File: src/rtl/metb_pkg.sv
`timescale 1ns / 1ps

package metb_pkg;

	localparam int MAX_EDGES_DEF = 256;

	typedef enum logic [1:0] {
		FN_CLEAR  = 2'd0,
		FN_VERTEX = 2'd1,
		FN_READ   = 2'd2,
		FN_NONE   = 2'd3
	} func_t;

	typedef enum logic [2:0] {
		ST_NEW     = 3'd0,
		ST_MERGED  = 3'd1,
		ST_DROPPED = 3'd2,
		ST_READ    = 3'd3,
		ST_CLEARED = 3'd4,
		ST_RANGE   = 3'd5
	} status_t;

	typedef struct packed {
		logic [7:0] va;
		logic [7:0] vb;
		logic [7:0] fa;
		logic [7:0] fb;
		logic       fb_ok;
	} entry_t;

	typedef struct packed {
		logic load;
		logic decode;
		logic scan;
		logic emit;
	} metb_cmd_t;

	typedef struct packed {
		logic dec_edge;
		logic dec_emit;
		logic scan_done;
		logic out_free;
		logic second_pend;
	} metb_sts_t;

endpackage

File: src/rtl/metb_ctrl.sv
`timescale 1ns / 1ps

module metb_ctrl (
	input  logic                clk,
	input  logic                arst_n,
	input  logic                in_valid,
	output logic                in_stall,
	output metb_pkg::metb_cmd_t cmd,
	input  metb_pkg::metb_sts_t sts
);
	import metb_pkg::*;

	typedef enum logic [3:0] {
		S_IDLE   = 4'b0001,
		S_DECODE = 4'b0010,
		S_SCAN   = 4'b0100,
		S_EMIT   = 4'b1000
	} state_t;

	state_t state_q;
	state_t state_d;

	always_comb begin
		state_d = state_q;
		case (state_q)
			S_IDLE: begin
				if (in_valid) begin
					state_d = S_DECODE;
				end
			end
			S_DECODE: begin
				if (sts.dec_edge) begin
					state_d = S_SCAN;
				end else if (sts.dec_emit) begin
					state_d = S_EMIT;
				end else begin
					state_d = S_IDLE;
				end
			end
			S_SCAN: begin
				if (sts.scan_done) begin
					state_d = S_EMIT;
				end
			end
			S_EMIT: begin
				if (sts.out_free) begin
					state_d = sts.second_pend ? S_SCAN : S_IDLE;
				end
			end
			default: begin
				state_d = S_IDLE;
			end
		endcase
	end

	always_ff @(posedge clk or negedge arst_n) begin
		if (!arst_n) begin
			state_q <= S_IDLE;
		end else begin
			state_q <= state_d;
		end
	end

	assign in_stall   = state_q != S_IDLE;
	assign cmd.load   = (state_q == S_IDLE) && in_valid;
	assign cmd.decode = state_q == S_DECODE;
	assign cmd.scan   = state_q == S_SCAN;
	assign cmd.emit   = state_q == S_EMIT;

endmodule

File: config.mk
export PLATFORM = sky130hd
export DESIGN_NAME = metb_ctrl
export DESIGN_NICKNAME = d
export VERILOG_FILES = /design/src/rtl/metb_pkg.sv /design/src/rtl/metb_ctrl.sv
export SDC_FILE = /design/constraint.sdc
export NUM_CORES = 1
export LEC_CHECK = 0
export BUFFER_PORTS_ARGS = -buffer_cell sky130_fd_sc_hd__buf_4
export CAP_MARGIN = 5
export CORE_AREA = 5 5 42 44
export DETAILED_ROUTE_END_ITERATION = 8
export DIE_AREA = 0 0 47 49
export MAX_ROUTING_LAYER = met4
export PLACE_DENSITY = 0.55
export SETUP_SLACK_MARGIN = 0.02
export SYNTH_ARGS = -nofsm -noshare
export SYNTH_HDL_FRONTEND = slang
export SYNTH_SLANG_ARGS = --single-unit
File: constraint.sdc
create_clock -name clk -period 4.23 [get_ports clk]
set_input_delay 0.846 -clock clk [delete_from_list [all_inputs] [get_ports clk]]
set_output_delay 0.846 -clock clk [all_outputs]
set_load 0.01 [all_outputs]
==> PnR_summary.wiki <==
{| class="wikitable"
! Metric !! Value
|-
| Count of placed standard cells including taps || 64
|-
| List of cells traversed by the critical path || or4b_4, nor2_1, buf_4
|-
| Number of design rule violations left after detail routing || 0
|-
| Launching element of the worst setup path || state_q[0]$_DFFE_PN1P_
|-
| Row count || 14
|-
| Maximum cell stage delay along the critical path || approximately 0.61 ns
|-
| Seq/Total Area, Yosys || 0.2893
|-
| Clock tree root driver cell || clkbuf_4
|-
| TritonCTS Buffers || 3
|-
| Worst-Skew Late Latency || 0.24 ns
|-
| PD cells || 559.5 mW/mm^2
|-
| Critical R2R Launch || state_q[0]$_DFFE_PN1P_
|-
| Routed len/inst || around 11 microns
|-
| Worst Setup Path Type || reg -> out
|-
| Count of routing violations after the opening detailed-route iteration || 3
|-
| Commonest cells post-synth || 6 x nor2_1, 4 x inv_1, 3 x dfrtp_1, 3 x nand2_1
|-
| Number of optimization iterations in the first detailed-route pass || 3
|-
| Via count of the routed design || 310
|-
| Library cell contributing the largest single delay on the critical path || dfstp_2
|-
| Setup_tns || 0 ns
|-
| Leading registers by flop count || state_q x4
|-
| Slew HR || 0.7642
|-
| Detail Placement HPWL || 592.9 microns
|-
| Worst voltage drop across the vdd grid || about 0.21 mV
|-
| I/O pin count || 13
|-
| Final net count || 61
|-
| Transition at the pin with the smallest max-transition slack || 0.3537 ns
|-
| Switching part of the total power || 0.3884
|-
| Post-CTS setup buffer count || 0
|-
| Synthesis-to-finish area growth || 28.93%
|-
| Period utilization || 0.5758
|-
| Hold Buf Count CTS || 0
|-
| Critical Path Source Type || flop
|-
| Antenna violations before repair || 0
|-
| Total global routing track utilization || 0.07614
|-
| Average vias per placed instance || around 4.6
|-
| Final hold violation count || 0
|-
| Clock Sink Count || 4
|-
| Clock tree from TritonCTS || built
|-
| Pin count of the biggest net entering global routing || 11
|-
| Final WL || 775 microns
|-
| Result of the run || finished clean
|-
| Top reg by flops || state_q
|-
| Async S/R FF share, synth || 1.000
|-
| Setup Skew || roughly 0.0060 ns
|-
| Worst reg2reg path depth || 3
|-
| Final global-route overflow total || 0
|-
| Antenna diode instance count || 0
|-
| Filler-free cell count of the finished design || 68
|-
| Die area || 0.002303 sq mm
|-
| Number of levels in the clock H-tree || 1
|-
| Number of warning messages in the yosys log || 0
|-
| Maximum buffer depth of the clock tree || 2
|-
| Count of cells resized by post-cts repair || 0
|-
| Netlist area before placement || roughly 350 sq um
|-
| Main flop type after synthesis || dfrtp_1
|-
| Cell count after synthesis || 40
|-
| Part of the total power dissipated in the clock network || 0.208
|-
| Category of the worst setup path capture point || output port
|-
| Tightest Hold Check Type || in -> async
|-
| Final slew viol count || 0
|-
| Wire length of the first global-routing pass || 1.207 mm
|-
| Max capacitance violation total || 0
|-
| Yosys top cell by area || dfrtp_1
|-
| Nets in the synthesized netlist || 48
|-
| WP data required || 3.38 ns
|-
| Cell types with the largest area share after synthesis || dfrtp_1 21%, dfstp_2 7.5%, buf_6 6.4%
|-
| RSZ-0062 raised after global routing || no
|-
| Share of the synthesized area in the top cell type || 0.2143
|-
| Library cells used by synthesis || 23
|-
| Fraction of final layout cells sized beyond drive strength 1 || 0.4038
|-
| Power share of the combinational group || 0.453
|-
| Y dimension of the die || 49 microns
|-
| Number of flip-flops under the largest register name || 4
|-
| Maximum net fanout on the critical path || 9
|-
| Most frequent cell after synthesis || nor2_1
|-
| Mapped Avg Cell Area || 8.758 sq um
|-
| Endpoint arrival time on the critical path || 1.59 ns
|-
| Number of buffers added on ports || 12
|-
| Power share of the sequential group || 0.339
|-
| Initial core utilization || 0.2500
|-
| Overall die width || 47 microns
|-
| Internal power of the cells || 0.0001546 W
|-
| Routability Congestion || ~0.74
|-
| Flip-flop and latch count after synthesis || 4
|-
| Core ar. || about 0.0014 sq mm
|-
| Total of fill cells in the finished design || between 150 and 200
|-
| ANT nets after route || 0
|-
| Switching component of the power || 0.00009816 W
|-
| Highest attainable clock frequency || 410.6 MHz
|-
| Leakage dissipation || about 0.21 nW
|-
| Clock transition at path regs || 0.04 ns
|-
| Number of flops mapped to enable cells by yosys || 0
|-
| Final-report setup violation count || 0
|-
| Final period demand of the worst path || 2.436 ns
|-
| Via count of the first global-routing pass || 314
|}
-- cells in the final DEF (no fill, tap or decap), types with 2 or more instances in the layout --
master,n
dfrtp_1,3
nand2_1,3
o32ai_1,2
or3_1,2
nor2_1,6
buf_4,12
nor3_1,2
clkbuf_4,3
inv_1,4
nand2b_1,2
-- through the flow --
step	setup slack [ns]	hold WS (ns)	util	power, W	cell area (sq um)
floorplan	2.028	0.5504	-	0.0001732	350.3
global placement	2.054	0.5473	0.3036	0.0002000	425.4
detailed placement	2.054	0.5559	0.3036	0.0002004	425.4
CTS	1.789	0.3833	0.3223	0.0002562	451.7
global route	1.729	0.3897	0.3223	0.0002689	451.7
finish	1.794	0.3916	0.3223	0.0002527	451.7
-- routing by layer --
metal	part of all wire	track usage	vias to the layer above
met1	0.44	0.1002	140
met4	0	0.08295	0
met5	0	-	-
li1	-	-	163
met3	0.036	0	0
met2	0.52	0.09502	7
-- final cells by class --
type,count,area (sq um),share of cell area
Clock buffer,4,26.28,0.05817
Timing Repair Buffer,12,90.09,0.1994
Sequential cell,4,101.3,0.2244
Multi-Input combinational cell,28,198.9,0.4404
Inverter,4,15.01,0.03324
Tap cell,16,20.02,0.04432
-- cell families (layout without fill, tap and decap cells) --
kind of cell / after synthesis / after routing / share of synthesized area
simple gates: 19 / 19 / 0.3357
flops: 4 / 4 / 0.2893
buf+inv: 8 / 20 / 0.1428
mux: 1 / 1 / 0.02857
xor+xnor: 1 / 1 / 0.02500
compound gates: 7 / 7 / 0.1786
-- critical path: cells and delay by family, from the launching register on --
family,cells,cell delay [ns]
buffers and inverters,1,0.12
and+or+nand+nor,2,0.62
DFF,1,0.61
-- power by group through the flow --
stage	clock network, W	registers (W)	logic, W
final	0.0000525	0.0000858	0.000114
after global routing	0.0000560	0.0000893	0.000124
after CTS	0.0000552	0.0000849	0.000116
after detailed placement	0	0.0000848	0.000116
after global placement	0	0.0000854	0.000115
after floorplan	0	0.0000568	0.000116
-- path summary, 6_finish.rpt --
path / slack (ns) / endpoint
setup / recovery: 1.79 / cmd[3]
hold / removal: 0.39 / state_q[1]$_DFFE_PN0P_
setup reg to reg: 2.87 / state_q[0]$_DFFE_PN1P_
hold reg to reg: 0.55 / state_q[3]$_DFFE_PN0P_
max in group asynchronous: 3.64 / state_q[0]$_DFFE_PN1P_
min in group clk: 0.55 / state_q[3]$_DFFE_PN0P_
(Power assumes the default switching activity.)
